--- config.mk ---
export PLATFORM = sky130hd
export DESIGN_NAME = pie_cell
export DESIGN_NICKNAME = d
export VERILOG_FILES = /design/src/rtl/positional_insert_erase_array_defines.svh /design/src/rtl/pie_pkg.sv /design/src/rtl/pie_cell.sv
export SDC_FILE = /design/constraint.sdc
export NUM_CORES = 1
export LEC_CHECK = 0
export BUFFER_PORTS_ARGS = -buffer_cell sky130_fd_sc_hd__buf_4
export CAP_MARGIN = 25
export CORE_MARGIN = 2
export CORE_UTILIZATION = 45
export CTS_BUF_LIST = sky130_fd_sc_hd__clkbuf_8
export CTS_CLUSTER_SIZE = 40
export DETAILED_ROUTE_END_ITERATION = 8
export MAX_ROUTING_LAYER = met4
export PLACE_DENSITY = 0.89
export SYNTH_ARGS = -nofsm -noshare
export SYNTH_HDL_FRONTEND = slang
export SYNTH_SLANG_ARGS = --single-unit
--- constraint.sdc ---
create_clock -name i_clk -period 5.6 [get_ports i_clk]
set_input_delay 0.84 -clock i_clk [delete_from_list [all_inputs] [get_ports i_clk]]
set_output_delay 0.84 -clock i_clk [all_outputs]
set_load 0.01 [all_outputs]
--- src/rtl/positional_insert_erase_array_defines.svh ---
// ============================================================================
// Assertion macros for the positional insert/erase array
// Shared property wrappers, clocked on i_clk, used by the RTL modules.
// ============================================================================
`ifndef POSITIONAL_INSERT_ERASE_ARRAY_DEFINES_SVH
`define POSITIONAL_INSERT_ERASE_ARRAY_DEFINES_SVH

// Checked only while the block is out of reset.
`define PIE_ASSERT(lbl, prop, msg) \
    lbl: assert property (@(posedge i_clk) disable iff (!i_rst_n) prop) else $error(msg);

// Checked at every edge, reset included.
`define PIE_ASSERT_ALWAYS(lbl, prop, msg) \
    lbl: assert property (@(posedge i_clk) prop) else $error(msg);

`endif

--- src/rtl/pie_pkg.sv ---
// ============================================================================
// pie_pkg
// Types and constants shared by the positional insert/erase array.
// ============================================================================
`default_nettype none

package pie_pkg;

    localparam int MAX_CAPACITY = 4096;
    localparam int POS_W        = $clog2(MAX_CAPACITY);
    localparam int INDEX_W      = 6;
    localparam int WORD_W       = 32;

    typedef enum logic [2:0] {
        REQ_READ    = 3'd0,
        REQ_WRITE   = 3'd1,
        REQ_APPEND  = 3'd2,
        REQ_PREPEND = 3'd3,
        REQ_INSERT  = 3'd4,
        REQ_ERASE   = 3'd5,
        REQ_CLEAR   = 3'd6
    } t_req_type;

    typedef enum logic [1:0] {
        ST_OK    = 2'd0,
        ST_FULL  = 2'd1,
        ST_RANGE = 2'd2
    } t_status;

    typedef enum logic [1:0] {
        CELL_HOLD   = 2'd0,
        CELL_WRITE  = 2'd1,
        CELL_INSERT = 2'd2,
        CELL_ERASE  = 2'd3
    } t_cell_op;

    // Command broadcast to every cell of the row.
    typedef struct packed {
        t_cell_op                   op;
        logic [POS_W-1:0]           pos;
        logic signed [WORD_W-1:0]   value;
    } t_cell_cmd;

    // Outcome of one request as seen by the output stage.
    typedef struct packed {
        logic    rd_ok;
        t_status status;
    } t_ctrl_res;

endpackage

`default_nettype wire

--- src/rtl/pie_cell.sv ---
// ============================================================================
// pie_cell
// One storage cell of the list: holds a word and shifts with its neighbors.
// ============================================================================
`default_nettype none

module pie_cell #(
    parameter int K = 0
) (
    input  wire logic                               i_clk,
    input  wire pie_pkg::t_cell_cmd                 i_cmd,
    input  wire logic signed [pie_pkg::WORD_W-1:0]  i_left,
    input  wire logic signed [pie_pkg::WORD_W-1:0]  i_right,
    output logic signed [pie_pkg::WORD_W-1:0]       o_word
);
    import pie_pkg::*;

    localparam logic [POS_W-1:0] K_POS = POS_W'(K);

    logic signed [WORD_W-1:0] r_word;
    logic signed [WORD_W-1:0] n_word;

    always_comb begin
        n_word = r_word;
        case (i_cmd.op)
            CELL_WRITE: begin
                if (i_cmd.pos == K_POS) n_word = i_cmd.value;
            end
            CELL_INSERT: begin
                // Cells above the gap take the word below them.
                if (i_cmd.pos == K_POS) n_word = i_cmd.value;
                else if (K_POS > i_cmd.pos) n_word = i_left;
            end
            CELL_ERASE: begin
                if (K_POS >= i_cmd.pos) n_word = i_right;
            end
            default: n_word = r_word;
        endcase
    end

    always_ff @(posedge i_clk) begin
        r_word <= n_word;
    end

    assign o_word = r_word;

endmodule

`default_nettype wire

## Word-level counts from Yosys, hierarchy flattened

Cells that the tools add are included.
W data, S select, Z words.

- Flip-flop bits (word level): 32

- Magnitude comparators: 2
- Equality and inequality tests: 6
- Mux-type cells: 5
- Reductions and logical operators: 3

Operators by type and width:

| operator | count |
|---|---|
| $mux W32 | 4 |
| $pmux W32 S3 | 1 |
| $ge A1 B12 Y1 const A | 1 |
| $gt A1 B12 Y1 const A | 1 |
| $logic_not A12 Y1 | 1 |
| $eq A2 B2 Y1 const B | 2 |
| $ne A2 B2 Y1 const B | 2 |
| $reduce_and A4 Y1 | 1 |
| $ne A3 B3 Y1 const B | 1 |
| $reduce_bool A3 Y1 | 1 |
| $eq A2 B1 Y1 const B | 1 |

## Longest topological paths before layout

- Word-level depth: 4
- Mapped depth: 5
- Gate-level depth less buffers: 3

## Worst setup path before layout

No wires, ideal clock.

- Path kind: input port to flip-flop
- Start: input port i_cmd[37] (netlist bit)
- End: register r_word[0] (netlist: o_word[0]), enable pin
- Arrival time: 2.354 ns
- Required time: 5.213 ns
- Slack: 2.859 ns
- Stages on the path: 5
- Path through: nor4_4 and2_1 buf_2 buf_4 o211a_1

- Longest elaborated chain between the ends: 3
- Elaborated cells between the ends (all ways): 7
- Those cells by class: order compare: 2; eq/ne: 3; reduce/logical: 2

Ends and longest elaborated chain:

| item | line | text |
|---|---|---|
| start, declared | pie_cell.sv:11 | `input wire pie_pkg::t_cell_cmd i_cmd,` |
| $gt A1 B12 Y1 (tied with other cells) | pie_cell.sv:32 | `else if (K_POS > i_cmd.pos) n_word = i_left;` |
| $ne A3 B3 Y1 (no line) or $ne A2 B2 Y1 (tied branches) | - |  |
| $reduce_and A4 Y1 (no line) * | - |  |
| end signal, assigned | pie_cell.sv:42 | `r_word <= n_word;` |
| end, declared | pie_cell.sv:20 | `logic signed [WORD_W-1:0] r_word;` |

Every way passes the cells marked *; elsewhere a longest branch is shown, timed or not.
A chain may end at the register's enable or synchronous reset.

## Final worst setup path

- Start: input port i_cmd[37] (netlist bit)
- End: register r_word[19] (netlist: o_word[19]), enable pin

The elaborated chain is that of the path after synthesis.

==> reports/qor.txt <==
status: finished, final reports clean
number of H-tree levels: 2
worst slew pin tran: 991 ps
width of the die: 84.3 um
min-delay src: i_cmd[10]
RSZ-0062 raised after global routing: false
CTS tree: done
Total GRT Usage: 23.9%
layout cells sized above 1: 54.3%
# resized after CTS: 0
critical path fanouts, max: 33
Worst slew margin: 34.0%
Boundary Pins: 143
drt via density: 6.08
CTS Sinks: 32
TritonCTS buffer count: 5
height of the die: 84.3 um
CP peak stage delay: 800 ps
critical path's slowest cell: and2_2
antenna violations before repair: 0
core region area: 0.00628 mm^2
WP data arrival: 3320 ps
number of global-route vias before repair: 2784
min cycle time layout: 3380 ps
VDD IR max: 0.0970 mV
die area: 0.00711 mm^2
Most Frequent Cell on Critical Path: buf_4
root buffer cell: clkbuf_8
Starting Density: 46.2%
Pins Over Slew Limit: 0
critical path type: in -> reg
max cap viols: 0
Bufs and invs on worst path: 3
syn avg cell area: 10.7 um^2
dpl hpwl: 5.86 mm
Mapped Area: 0.00290 mm^2
Core Util, Final: 64.1%
setup TNS: 0 ps
first-pass GRT wire length: 13.3 mm
postcts setup bufs: 0
FF+latch count, synth: 32
Overflow after GRT: 0
Antenna Cells: 0
RD Place Congestion: 0.818
endpoint class of the critical path: register
syn_nets: 382
Filler Cells Inserted: 525
worst hold-check path type: in -> reg
port bufs: 142
DRC Markers: 0
CP Launch Type: input port
most frequent cells in the layout: 147 x buf_4, 63 x nand2b_1, 32 x edfxtp_1
Pre-antenna DRT Iters: 4
CP top delay family: simple AND/OR/NAND/NOR gates
P_leak: 1.43 nW
Finished Layout Cells: 464
cts hold-fix bufs: 0
most common cell after layout, fill and taps aside: buf_4
gate count of the mapped netlist: 271
period utilisation layout: 60.4%
post-route ant nets: 0
via count: 2822
drt total wl: 8.51 mm
Hold Vio Cnt, Final: 0
WL/cell: 18.3 um
Nets: 500
CP Launch Point: i_cmd[37]
count of cell types in the netlist: 27
Synth-to-Final Area Change: 38.7%
Synth warnings: 0
critical path required time: 5540 ps
Clock Path Buffers: 2
DP Cell Count: 458
max reg flops: 32
Clock transition at path regs: 60 ps
Power Density: 147 mW/mm^2
sequential element share of the synthesized area: 33.1%
Final setup viols: 0
fmax: 296 MHz
largest net degree at the start of global routing: 98
DRT iter0 DRCs: 174
overall power: 0.000590 W
row count: 29
CP cell instances: buf_4 -> nor4_4 -> buf_4 -> and2_2 -> o211a_1 -> buf_4
layer usage:
metal	part of all wire [%]	GRT usage, %	vias to the layer above
met3	7.3	3.64	15
met2	50	41.3	145
met4	2.0	8.21	0
met5	0	-	-
li1	-	-	1344
met1	40	28.4	1318
synthesized netlist by cell type:
cell type,instances,area share (%)
edfxtp_1,32,33
or4_1,1,0.26
o221ai_1,1,0.30
or2_2,1,0.22
clkbuf_1,16,2.1
nor4_4,3,2.2
a211oi_1,31,8.0
nor2_1,1,0.13
nand2b_1,63,14
a221oi_1,11,3.3
o211a_1,1,0.34
and2_1,1,0.22
buf_6,3,1.2
buf_4,2,0.52
clkbuf_2,2,0.34
nor3_4,2,1.1
nand2_1,1,0.13
nor2b_1,1,0.22
o311ai_0,31,9.4
nand4_1,1,0.22
nor3_1,1,0.17
buf_1,2,0.26
nor3_2,28,9.7
o311a_1,1,0.34
inv_1,1,0.13
buf_2,13,2.2
a221oi_2,20,10
path summary, 6_finish.rpt:
check	end	slack [ps]	cells past startpoint
worst max-delay path	o_word[19]	2220	6
worst min-delay path	o_word[10]	990	3
cell type report:
class	count	area [um^2]	area share [%]
multi-input cells	200	1750	43.4
repair buffers	149	1150	28.5
flip-flops and latches	32	961	23.9
well taps	77	96.3	2.39
clock buffers	5	68.8	1.71
inverters	1	3.75	0.0933
cells by family (layout without fill, tap and decap cells):
kind of cell	count (synthesis)	after routing	synth area share, %
buffers and inverters	39	155	6.73
AND/OR/NAND/NOR	104	104	28.1
flip-flops	32	32	33.1
AO/OA/AOI/OAI	96	96	32.0
power breakdown:
| group | internal (W) | total [W] | switching, W |
|---|---|---|---|
| registers | 0.000267 | 0.000267 | 0.0000000244 |
| logic | 0.0000918 | 0.000170 | 0.0000785 |
| clock network | 0.0000799 | 0.000153 | 0.0000727 |
through the flow:
step / hold slack, ps / setup slack (ps) / instance area [um^2]
after floorplan: 1100 / 2860 / 2900
after global placement: 1230 / 2030 / 3910
after detailed placement: 1250 / 1960 / 3930
after CTS: 981 / 2250 / 4000
after global routing: 977 / 2070 / 4020
final: 989 / 2220 / 4020
(Power assumes the default switching activity.)
