--- config.mk ---
export PLATFORM = sky130hd
export DESIGN_NAME = pie_ctrl
export DESIGN_NICKNAME = d
export VERILOG_FILES = /design/src/rtl/pie_pkg.sv /design/src/rtl/pie_ctrl.sv
export VERILOG_INCLUDE_DIRS = /design/src /design/src/rtl
export SDC_FILE = /design/constraint.sdc
export NUM_CORES = 1
export LEC_CHECK = 0
export ABC_AREA = 1
export BUFFER_PORTS_ARGS = -buffer_cell sky130_fd_sc_hd__buf_2
export CORE_MARGIN = 2
export CORE_UTILIZATION = 46
export DETAILED_ROUTE_END_ITERATION = 7
export PLACE_DENSITY = 0.95
export RECOVER_POWER = 100
export SYNTH_ARGS = -nofsm -noshare
export SYNTH_HDL_FRONTEND = slang
export SYNTH_SLANG_ARGS = --single-unit
--- constraint.sdc ---
create_clock -name i_clk -period 5.3 [get_ports i_clk]
set_input_delay 0.795 -clock i_clk [delete_from_list [all_inputs] [get_ports i_clk]]
set_output_delay 0.795 -clock i_clk [all_outputs]
set_load 0.05 [all_outputs]
--- src/rtl/positional_insert_erase_array_defines.svh ---
// ============================================================================
// Assertion macros for the positional insert/erase array
// Shared property wrappers, clocked on i_clk, used by the RTL modules.
// ============================================================================
`ifndef POSITIONAL_INSERT_ERASE_ARRAY_DEFINES_SVH
`define POSITIONAL_INSERT_ERASE_ARRAY_DEFINES_SVH

// Checked only while the block is out of reset.
`define PIE_ASSERT(lbl, prop, msg) \
    lbl: assert property (@(posedge i_clk) disable iff (!i_rst_n) prop) else $error(msg);

// Checked at every edge, reset included.
`define PIE_ASSERT_ALWAYS(lbl, prop, msg) \
    lbl: assert property (@(posedge i_clk) prop) else $error(msg);

`endif

--- src/rtl/pie_pkg.sv ---
// ============================================================================
// pie_pkg
// Types and constants shared by the positional insert/erase array.
// ============================================================================
`default_nettype none

package pie_pkg;

    localparam int MAX_CAPACITY = 4096;
    localparam int POS_W        = $clog2(MAX_CAPACITY);
    localparam int INDEX_W      = 6;
    localparam int WORD_W       = 32;

    typedef enum logic [2:0] {
        REQ_READ    = 3'd0,
        REQ_WRITE   = 3'd1,
        REQ_APPEND  = 3'd2,
        REQ_PREPEND = 3'd3,
        REQ_INSERT  = 3'd4,
        REQ_ERASE   = 3'd5,
        REQ_CLEAR   = 3'd6
    } t_req_type;

    typedef enum logic [1:0] {
        ST_OK    = 2'd0,
        ST_FULL  = 2'd1,
        ST_RANGE = 2'd2
    } t_status;

    typedef enum logic [1:0] {
        CELL_HOLD   = 2'd0,
        CELL_WRITE  = 2'd1,
        CELL_INSERT = 2'd2,
        CELL_ERASE  = 2'd3
    } t_cell_op;

    // Command broadcast to every cell of the row.
    typedef struct packed {
        t_cell_op                   op;
        logic [POS_W-1:0]           pos;
        logic signed [WORD_W-1:0]   value;
    } t_cell_cmd;

    // Outcome of one request as seen by the output stage.
    typedef struct packed {
        logic    rd_ok;
        t_status status;
    } t_ctrl_res;

endpackage

`default_nettype wire

--- src/rtl/pie_ctrl.sv ---
// ============================================================================
// pie_ctrl
// Request decode, range and capacity checks, and the word count register.
// ============================================================================
`default_nettype none

`include "positional_insert_erase_array_defines.svh"

module pie_ctrl #(
    parameter int CAPACITY = 64
) (
    input  wire logic                               i_clk,
    input  wire logic                               i_rst_n,
    input  wire logic                               i_accept,
    input  wire logic [2:0]                         i_req_type,
    input  wire logic [pie_pkg::INDEX_W-1:0]        i_index,
    input  wire logic signed [pie_pkg::WORD_W-1:0]  i_value,
    output pie_pkg::t_cell_cmd                      o_cmd,
    output pie_pkg::t_ctrl_res                      o_res,
    output logic [$clog2(CAPACITY+1)-1:0]           o_count
);
    import pie_pkg::*;

    localparam int CW    = $clog2(CAPACITY + 1);
    localparam int CMP_W = (CW > INDEX_W) ? CW : INDEX_W;
    localparam logic [CW-1:0] CAP_CNT = CW'(CAPACITY);

    logic [CW-1:0]    r_count;
    logic [CW-1:0]    n_count;
    logic [CMP_W-1:0] idx_ext;
    logic [CMP_W-1:0] cnt_ext;
    logic             full;
    logic             idx_lt;
    logic             idx_le;
    t_cell_op         op;
    logic [CMP_W-1:0] pos;
    t_status          status;
    logic             rd_ok;

    assign idx_ext = CMP_W'(i_index);
    assign cnt_ext = CMP_W'(r_count);
    assign full    = (r_count == CAP_CNT);
    assign idx_lt  = (idx_ext < cnt_ext);
    assign idx_le  = (idx_ext <= cnt_ext);

    always_comb begin
        n_count = r_count;
        op      = CELL_HOLD;
        pos     = idx_ext;
        status  = ST_OK;
        rd_ok   = 1'b0;
        case (t_req_type'(i_req_type))
            REQ_READ: begin
                if (idx_lt) rd_ok = 1'b1;
                else        status = ST_RANGE;
            end
            REQ_WRITE: begin
                if (idx_lt) op = CELL_WRITE;
                else        status = ST_RANGE;
            end
            REQ_APPEND: begin
                pos = cnt_ext;
                if (full) begin
                    status = ST_FULL;
                end else begin
                    op      = CELL_INSERT;
                    n_count = r_count + CW'(1);
                end
            end
            REQ_PREPEND: begin
                pos = '0;
                if (full) begin
                    status = ST_FULL;
                end else begin
                    op      = CELL_INSERT;
                    n_count = r_count + CW'(1);
                end
            end
            REQ_INSERT: begin
                // A bad index wins over a full list.
                if (!idx_le) begin
                    status = ST_RANGE;
                end else if (full) begin
                    status = ST_FULL;
                end else begin
                    op      = CELL_INSERT;
                    n_count = r_count + CW'(1);
                end
            end
            REQ_ERASE: begin
                if (idx_lt) begin
                    op      = CELL_ERASE;
                    n_count = r_count - CW'(1);
                end else begin
                    status = ST_RANGE;
                end
            end
            REQ_CLEAR: n_count = '0;
            default:   n_count = r_count;
        endcase
    end

    always_ff @(posedge i_clk) begin
        if (!i_rst_n) begin
            r_count <= '0;
        end else if (i_accept) begin
            r_count <= n_count;
        end
    end

    assign o_cmd.op    = i_accept ? op : CELL_HOLD;
    assign o_cmd.pos   = POS_W'(pos);
    assign o_cmd.value = i_value;
    assign o_res.rd_ok  = rd_ok;
    assign o_res.status = status;
    assign o_count      = n_count;

    `PIE_ASSERT(a_count_bound, r_count <= CAP_CNT, "word count above capacity")
    `PIE_ASSERT(a_count_hold, i_rst_n && !i_accept |=> $stable(r_count), "count moved while idle")
    `PIE_ASSERT(a_reject_hold, i_accept && (status != ST_OK) |=> $stable(r_count),
                "rejected request changed the count")

endmodule

`default_nettype wire

# Word level (Yosys, flattened, before mapping)
# Index checks and enable logic that the tools add are counted.
# op_classes
muxes	17
eq_ne	7
n_reduce_logical	3
magnitude_cmp	2
addsub	2
# op_table
op	count
7-bit one-hot mux with 4 select lines	1
7-bit two-way mux	3
7-bit one-hot mux with 2 select lines	1
2-bit two-way mux	6
3-bit equality test, second input constant	3
2-bit one-hot mux with 4 select lines	1
7-bit by 1-bit adder with 7-bit output, second input constant	1
7-bit equality test, second input constant	1
6-bit by 7-bit <= comparator with 1-bit output	1
6-bit by 7-bit less-than comparator with 1-bit output	1
7-bit by 1-bit subtractor with 7-bit output, second input constant	1
3-bit by 2-bit equality test with 1-bit output, second input constant	2
2-bit one-hot mux with 3 select lines	1
1-bit two-way mux	4
3-bit by 1-bit equality test with 1-bit output, second input constant	1
3-bit zero test	1
3-bit OR reduction	1
2-bit OR reduction	1
# word_totals
wordCells	32
out_inout_bits	56
inputBits	44
reg_bits	7

# Depth between registers and ports, before layout
# Gate-level depths: netlist of run 1.
# logic_depth
ltp_word	5
mapped_depth	15
mapped_depth_nobuf	15

# Worst setup path before layout of run 1
# OpenSTA, ideal clock, no wires.
# synth_timing
kind	input to output
start	in i_index[2] in the netlist's numbering
end	out o_cmd[44] in the netlist's numbering
t_required_ns	4.505
arrival_ns	2.681
path_stages	7
n_path_buf	1
slack_ns	1.824
cell_sequence	ha_1 a21oi_1 nand2_1 nand2_2 nand2_2 buf_6 nor3_1
# synth_rtl
item	line_no	text
start, declared	pie_ctrl.sv:16	input wire logic [pie_pkg::INDEX_W-1:0] i_index,
end, declared	pie_ctrl.sv:18	output pie_pkg::t_cell_cmd o_cmd,

# Worst setup path in the final report of run 1
# layout_timing
start	reg r_count[5] (netlist: cnt_ext[5])
end	out o_count[1]
# layout_between
elab_chain_len	4
word_cells_on_any_way	7
classes_between	2 x order compare; 1 x eq/ne; 4 x mux
# layout_lines
item	line_no	text
start, declared	pie_ctrl.sv:28	logic [CW-1:0] r_count;
start signal, assigned	pie_ctrl.sv:107	r_count <= n_count;
parallel branches: the longest is 3 deep, another holds 6-bit by 7-bit less-than comparator with 1-bit output	--	
7-bit one-hot mux with 4 select lines *	pie_ctrl.sv:52	case (t_req_type'(i_req_type))
end, declared	pie_ctrl.sv:20	output logic [$clog2(CAPACITY+1)-1:0] o_count
# Every way passes the cells marked *.

==> results of run 1 <==
## cell usage in the layout (no fill, tap or decap), types with 2 or more instances in the layout
| cell | Yosys | final |
|---|---|---|
| sky130_fd_sc_hd__clkbuf_4 | 0 | 3 |
| sky130_fd_sc_hd__a21oi_1 | 5 | 5 |
| sky130_fd_sc_hd__buf_2 | 3 | 11 |
| sky130_fd_sc_hd__nand2_1 | 64 | 66 |
| sky130_fd_sc_hd__clkinv_1 | 4 | 4 |
| sky130_fd_sc_hd__dfxtp_1 | 7 | 7 |
| sky130_fd_sc_hd__ha_1 | 8 | 8 |
| sky130_fd_sc_hd__clkbuf_1 | 0 | 20 |
| sky130_fd_sc_hd__nand3_1 | 34 | 34 |
| sky130_fd_sc_hd__nand2_2 | 4 | 2 |
| sky130_fd_sc_hd__nor2_4 | 2 | 2 |
| sky130_fd_sc_hd__inv_2 | 6 | 6 |
| sky130_fd_sc_hd__inv_1 | 19 | 19 |
| sky130_fd_sc_hd__nand4_1 | 9 | 9 |
| sky130_fd_sc_hd__conb_1 | 1 | 5 |
| sky130_fd_sc_hd__nor2_1 | 22 | 22 |
| sky130_fd_sc_hd__o21ai_0 | 16 | 16 |
## path summary, 6_finish.rpt
check | slack, ns | end | from
max | 1.40 | o_count[1] | cnt_ext[5]$_SDFFE_PN0P_
min | 0.62 | cnt_ext[5]$_SDFFE_PN0P_ | cnt_ext[5]$_SDFFE_PN0P_
min reg2reg | 0.62 | cnt_ext[5]$_SDFFE_PN0P_ | cnt_ext[5]$_SDFFE_PN0P_
max reg2reg | 2.52 | cnt_ext[1]$_SDFFE_PN0P_ | cnt_ext[5]$_SDFFE_PN0P_
## worst max-delay path, cell delays in order (launching register included)
cell                       delay, ns
sky130_fd_sc_hd__dfxtp_1        0.43
sky130_fd_sc_hd__clkinv_1       0.27
sky130_fd_sc_hd__ha_1           0.37
sky130_fd_sc_hd__inv_1          0.04
sky130_fd_sc_hd__nor2_1         0.21
sky130_fd_sc_hd__a21oi_4        0.10
sky130_fd_sc_hd__nand2_1        0.31
sky130_fd_sc_hd__nand2_1        0.26
sky130_fd_sc_hd__o21bai_1       0.34
sky130_fd_sc_hd__nand2_1        0.08
sky130_fd_sc_hd__nand2_1        0.09
sky130_fd_sc_hd__nand2_1        0.05
sky130_fd_sc_hd__clkbuf_1       0.28
## routing by layer
metal	global-route usage	up-vias	share of wire
met3	0.05195	14	0.10
met1	0.2532	638	0.43
met2	0.3385	87	0.44
met5	0	-	0
li1	-	774	-
met4	0.06667	0	0.026
## where the power goes
group          internal, mW  switching, mW
Combinational        0.0450          0.138
Sequential           0.0569        0.00911
Clock                0.0286         0.0178
Total                 0.131          0.165
## final cells by class
cell class                 instances  area [µm²]  share of cell area
tap                               44       55.05             0.04048
sequential                         7       140.1              0.1030
clock buffer                       4       26.28             0.01932
inverter                          29       108.9             0.08004
timing repair buffer              30       126.4             0.09292
multi-input combinational        179       903.4              0.6642
## metrics by stage
step                instances  power (mW)  area [µm²]    util
finish                    293      0.2955        1360  0.4492
global placement          289      0.2495        1366  0.4512
global route              293      0.3216        1360  0.4492
floorplan                 257      0.2850        1473       -
detailed placement        289      0.2533        1366  0.4512
CTS                       293      0.3017        1393  0.4599
## kinds of logic after synthesis
family | Yosys count | share of synthesized area
simple gates | 140 | 0.4369
buf+inv | 71 | 0.2884
compound gates | 25 | 0.1013
fa+ha+maj | 8 | 0.06867
flops | 7 | 0.09613
xor+xnor | 1 | 0.006010
other cells | 1 | 0.002573
==> run summary, run 1 <==
The worst hold path belongs to the class reg -> reg. The initialized floorplan defines 20 standard-cell rows. The clock skew after layout is 0.0007100 ns. The number of buffers inserted by hold repair at cts is 0. The number of endpoints with negative hold slack in the final report was 0. Counting cells, the worst reg-to-reg path comes to 13. The last weighted congestion value of the routability-driven placer is 0.9994. At the pin with the least slew margin, the transition time is 0.6009 ns. Relative to the synthesized area, the layout overhead comes to -6.696%.

The count of buffers added on input and output ports is 30. The initial antenna violation count was 0. The share of flip-flops with an asynchronous set or reset is 0. In this run the post-CTS setup repair buffer count came out at 0. The maximum root-to-sink buffer count is 2. The dominant synthesized flop cell is sky130_fd_sc_hd__dfxtp_1. The final setup TNS came out at 0 ns. The number of nets with antenna violations after detailed routing came out at 0. The required time reported for the critical path endpoint came out at 4.51 ns.

TritonCTS created 3 clock buffers. The top-area cell type share of the netlist area came out at 0.1957. Summing over every cut layer, the via total after detailed routing is 1513.

In the final layout, the share of cells above drive strength 1 is 0.1165. The layout has 357 filler cells. Summed over all instances, the cell type with the most area after synthesis is sky130_fd_sc_hd__buf_4. In this run the mean area of a mapped cell was 5.761 µm².

The number of design-rule violations left by the first detailed-router iteration is 68. Timing would allow up to 256.7 MHz. The first TritonRoute pass finished after 4 iterations. The overall track demand over capacity in global routing came out at 0.2033. In this run, distinct cell masters in the synthesized netlist total 27.

Dividing the detail-routed wire length by the instance count gives 11.85 µm. The period utilization came out at 0.7351. Clock-pin slew was measured on the worst setup and hold paths at 0.05 ns. The post-layout minimum cycle time came out at 3.896 ns. Clock tree synthesis found a total of 7 sinks. TritonCTS built the clock tree. The fraction of the yosys area taken by sequential cells is 0.09614. In this run, synthesis inferred 0 flip-flops with an integrated enable. Yosys attributes the largest share of cell area to sky130_fd_sc_hd__buf_4 20%, sky130_fd_sc_hd__nand2_1 16%, sky130_fd_sc_hd__nand3_1 12%, sky130_fd_sc_hd__dfxtp_1 9.6%, sky130_fd_sc_hd__ha_1 6.9%. Along the worst path, the maximum fanout reaches 13. The least setup slack across all paths after layout is 1.404 ns. The overall die width is 60.29 µm. The instance count along the most critical hold path came out at 2.

The relative slew slack is 0.6011. The global-route wire length before repair came out at 5713 µm. The boundary pin count is 100.

The type of destination of the critical path is an output port. The number of maximum-capacitance constraint violations is 0. The insertion delay of the later-clocked pin in the worst-skew pair is 0.24 ns. In this run the power density over the cells is 217.3 mW/mm². The flow ran to the end, and the final reports show no timing, DRC or antenna violations. The mapped netlist covers 0.001458 mm². The number of antenna cells inserted came out at 0. The total leakage power came out at 0.6860 nW. The routed design has 3471 µm of wire. The final HPWL from detailed placement came out at 2791 µm. Setup repair after global routing left no endpoint under its margin. By instance count, the leading cell after synthesis is sky130_fd_sc_hd__nand2_1. The worst setup path is launched from a register. IR analysis of the VDD net gives a maximum drop of 116.8 µV. The die area came out at 0.003635 mm². The register with the most flip-flops in the layout has 7 of them. The die height is 60.29 µm. The number of H-tree levels came out at 1. For this run, the number of Yosys warnings is 0. After technology mapping, the gate count stands at 253. The number of global-route vias before repair is 1317. The detail-routed via count per cell came out at 5.164. The worst setup path is of the reg -> out kind. The total congestion overflow after global routing came out at 0.

The cell chosen for the clock root is sky130_fd_sc_hd__clkbuf_4. The worst slack at placement is 1.960 ns. The arrival time at the worst endpoint came out at 3.10 ns.

In the final design database the tool counted 302 nets. By count the netlist is led by 64 x sky130_fd_sc_hd__nand2_1, 38 x sky130_fd_sc_hd__buf_4, 34 x sky130_fd_sc_hd__nand3_1. The final-layout worst hold slack is 0.6217 ns. Synthesis inferred 7 register bits. Entering global routing, the biggest net connects 14 pins. The placeable core region came out at 0.003028 mm². The count of instances resized after the clock tree is built is 0. The max-slew violation count is 0. Setup violations remaining at the end of the flow were counted as 0. The number of design rule violations left after detail routing came out at 0. The initial core utilization is 0.4814.
No activity file was read; power rests on OpenSTA's default activity.
==> run 2, diff against run 1 <==
--- a/config.mk
+++ b/config.mk
@@ -9,9 +9,9 @@
 export ABC_AREA = 1
 export BUFFER_PORTS_ARGS = -buffer_cell sky130_fd_sc_hd__buf_2
 export CORE_MARGIN = 2
-export CORE_UTILIZATION = 46
+export CORE_UTILIZATION = 38
 export DETAILED_ROUTE_END_ITERATION = 7
-export PLACE_DENSITY = 0.95
+export PLACE_DENSITY = 0.88
 export RECOVER_POWER = 100
 export SYNTH_ARGS = -nofsm -noshare
 export SYNTH_HDL_FRONTEND = slang
==> constraint.sdc (replaced) <==
create_clock -name i_clk -period 3.2 [get_ports i_clk]
set_input_delay 0.48 -clock i_clk [delete_from_list [all_inputs] [get_ports i_clk]]
set_output_delay 0.48 -clock i_clk [all_outputs]
set_load 0.05 [all_outputs]
==> run summary, run 2 (synthesis results as in run 1) <==
The overall track demand over capacity in global routing is 0.1636 (-0.03969). The portion of total power attributed to the clock network came out at 0.220 (+0.063). Setup repair after global routing left no endpoint under its margin. The arrival time at the worst endpoint is 2.46 ns (-0.64 ns).

The total congestion overflow after global routing came out at 0 (unchanged). The number of global-route vias before repair was 1323 (+0.46%). The number of H-tree levels is 1 (unchanged). The part of the total power dissipated in sequential elements came out at 0.197 (-0.027). The worst setup path is of the reg -> out kind. The least setup slack across all paths after layout is 0.2561 ns (-1.148 ns). The library cell used most frequently in the layout, excluding fill and tap cells, is sky130_fd_sc_hd__nand2_1.

The row count came out at 22 (+10%). The number of buffers inserted by hold repair at cts is 0 (unchanged). The total vias in the final route came out at 1523 (+0.66%). The count of cells along the worst register-to-register path is 13 (unchanged).

The instance count along the most critical hold path is 3 (+1). The number of buffer cells added on primary ports is 30 (unchanged). The total power is 0.5471 mW (+85%). The final HPWL from detailed placement came out at 2834 µm (+1.5%). The total number of clock tree sinks is 7 (unchanged). The total leakage power came out at 0.7441 nW (+8.5%).

The start point of the worst hold path is i_rst_n. The required time reported for the critical path endpoint was 2.72 ns (-1.79 ns). The largest fanout on the critical path was 13 (unchanged). The flip-flop count of the largest register, all copies and words added was 7 (unchanged). The last weighted congestion value of the routability-driven placer came out at 0.9085 (-9.1%). The maximum root-to-sink buffer count came out at 2 (unchanged). The number of CTS-inserted buffers is 3 (unchanged). The die height is 65.94 µm (+9.4%). The number of endpoints with negative hold slack in the final report came out at 0 (unchanged). The clock skew after layout was 0.001333 ns (+0.0006226 ns). The routed design could run at a clock period as short as 2.944 ns. The number of design-rule violations left by the first detailed-router iteration came out at 69 (+1.5%). In the layout the commonest cells are 64 x sky130_fd_sc_hd__nand2_1, 34 x sky130_fd_sc_hd__nand3_1, 22 x sky130_fd_sc_hd__nor2_1. The die area is 0.004347 mm² (+20%). The overall die width is 65.94 µm (+9.4%). The design internal power is 0.2650 mW (+100%).

The switching power as a share of total power is 0.5157 (-0.04233). The transition time at the pin with the least slew margin is 0.6086 ns (+0.007693 ns). The clock-pin slew reported for the worst setup and hold paths after clock tree synthesis came out at 0.04 ns (about the same). The worst reg-to-reg setup slack is 0.97 ns (-1.55 ns). The run finished with clean final reports. The number of maximum-capacitance constraint violations came to 0 (unchanged). The total wire length came out at 3531 µm (+1.7%). The worst setup path is captured at an output port. The root buffer cell chosen for the clock tree is sky130_fd_sc_hd__clkbuf_8. The number of antenna cells inserted came out at 0 (unchanged). The initial antenna violation count came out at 0 (unchanged). The boundary pin count came out at 100 (unchanged). The final-layout worst hold slack came to 0.5487 ns (-0.07305 ns). The initial core utilization was 0.3982 (-0.08325).

The power density over cell area came to 380.6 mW/mm² (+75%). The period utilization is 0.9200. The switching power of the nets is 0.2822 mW (+71%). The relative slew slack is 0.5960 (-0.005107). Static timing analysis puts the maximum clock frequency at 339.7 MHz.

The max-slew violation count came to 0 (unchanged). The kind of start point of the critical path is a register. The CTS tree is done.

The fill cell total of the finished layout came out at 393 (+10%). The number of design rule violations left after detail routing came out at 0 (unchanged). The detail-routed via count per cell came out at 5.077 (-1.7%). The startpoint of the most critical register-to-register path is cnt_ext[3]$_SDFFE_PN0P_. The path type of the worst min-delay path is in -> reg. The average routed wire per standard cell came out at 11.77 µm (-0.65%). The area growth from synthesis to layout is -1.373%. The number of nets with antenna violations after detailed routing is 0 (unchanged). The first-pass iteration count of the detailed router is 4 (unchanged). The global-route wire length before repair is 5747 µm (+0.60%). The fraction of layout instances using a drive strength above 1 came out at 0.1944 (+0.07798). In this run the critical register-to-register path is captured at cnt_ext[2]$_SDFFE_PN0P_.

The worst IR drop on VDD came out at 299.0 µV (+160%). The maximum number of pins on one net before global-route repair is 14 (unchanged). The final layout net count is 305 (+0.99%).

The placeable core region was 0.003661 mm² (+21%). The worst slack at placement is 0.4009 ns (-1.559 ns). The worst-case hold path end point is cnt_ext[4]$_SDFFE_PN0P_. The final setup TNS came out at 0 ns (unchanged). The power share of the combinational group came out at 0.583 (-0.036). The final-report setup violation count is 0 (unchanged). The insertion delay of the later-clocked pin in the worst-skew pair was 0.22 ns (-0.02 ns).
[run 2: layout make-up]
cell class              instances  area, µm²  area share
multi-input cells             179      912.1      0.6345
repair buffers                 33      165.2      0.1149
flip-flops and latches          7      142.6     0.09922
inverters                      29      112.6     0.07833
well taps                      48      60.06     0.04178
clock buffers                   4      45.04     0.03133
[run 2: worst max-delay path, stage by stage, from the launching register on]
cell and delay [ns]:
sky130_fd_sc_hd__dfxtp_1 0.46, sky130_fd_sc_hd__inv_1 0.19, sky130_fd_sc_hd__ha_1 0.31, sky130_fd_sc_hd__nand2_1 0.08, sky130_fd_sc_hd__nor2_4 0.13, sky130_fd_sc_hd__nand2_2 0.10
sky130_fd_sc_hd__nand2_2 0.20, sky130_fd_sc_hd__nand3_1 0.16, sky130_fd_sc_hd__nand2_1 0.11, sky130_fd_sc_hd__clkinv_1 0.07, sky130_fd_sc_hd__nand2_1 0.05, sky130_fd_sc_hd__nand2_1 0.07
sky130_fd_sc_hd__nand2_1 0.06, sky130_fd_sc_hd__buf_2 0.25
[run 2: how the worst max path moves through the flow]
stage	startpoint	end	cells past startpoint
final	cnt_ext[3]$_SDFFE_PN0P_	o_count[2]	13
after global placement	cnt_ext[5]$_SDFFE_PN0P_	o_count[2]	13
after CTS	cnt_ext[5]$_SDFFE_PN0P_	o_count[2]	13
after floorplan	cnt_ext[5]$_SDFFE_PN0P_	o_cmd[44]	8
after global routing	cnt_ext[2]$_SDFFE_PN0P_	o_cmd[45]	12
after detailed placement	cnt_ext[5]$_SDFFE_PN0P_	o_count[2]	13
[run 2: what timing repair did]
| item | 4_1_cts | 5_1_grt |
|---|---|---|
| buffers inserted | 0 | 2 |
| endpoints found under the setup margin | 0 | 5 |
| gates resized for setup | 0 | 4 |
[run 2: layer usage]
metal	global-route usage	vias to the layer above	wire length (µm)	part of all wire
met5	0	-	0	0
met4	0.06378	0	39	0.011
met3	0.04770	6	286	0.081
met2	0.2626	66	1699	0.48
met1	0.2051	675	1506	0.43
li1	-	776	-	-
[run 2: power by group through the flow]
stage / Combinational [mW] / Clock, mW / Sequential (mW)
6_report: 0.319 / 0.120 / 0.108
5_1_grt: 0.350 / 0.134 / 0.109
4_1_cts: 0.315 / 0.124 / 0.107
3_5_place_dp: 0.314 / 0 / 0.108
3_3_place_gp: 0.311 / 0 / 0.108
2_1_floorplan: 0.371 / 0 / 0.101
[run 2: through the flow]
step | util | instances | area (µm²)
3_3_place_gp | 0.3766 | 294 | 1379
6_report | 0.3927 | 300 | 1438
4_1_cts | 0.3889 | 298 | 1424
2_1_floorplan | - | 257 | 1473
5_1_grt | 0.3927 | 300 | 1438
3_5_place_dp | 0.3766 | 294 | 1379
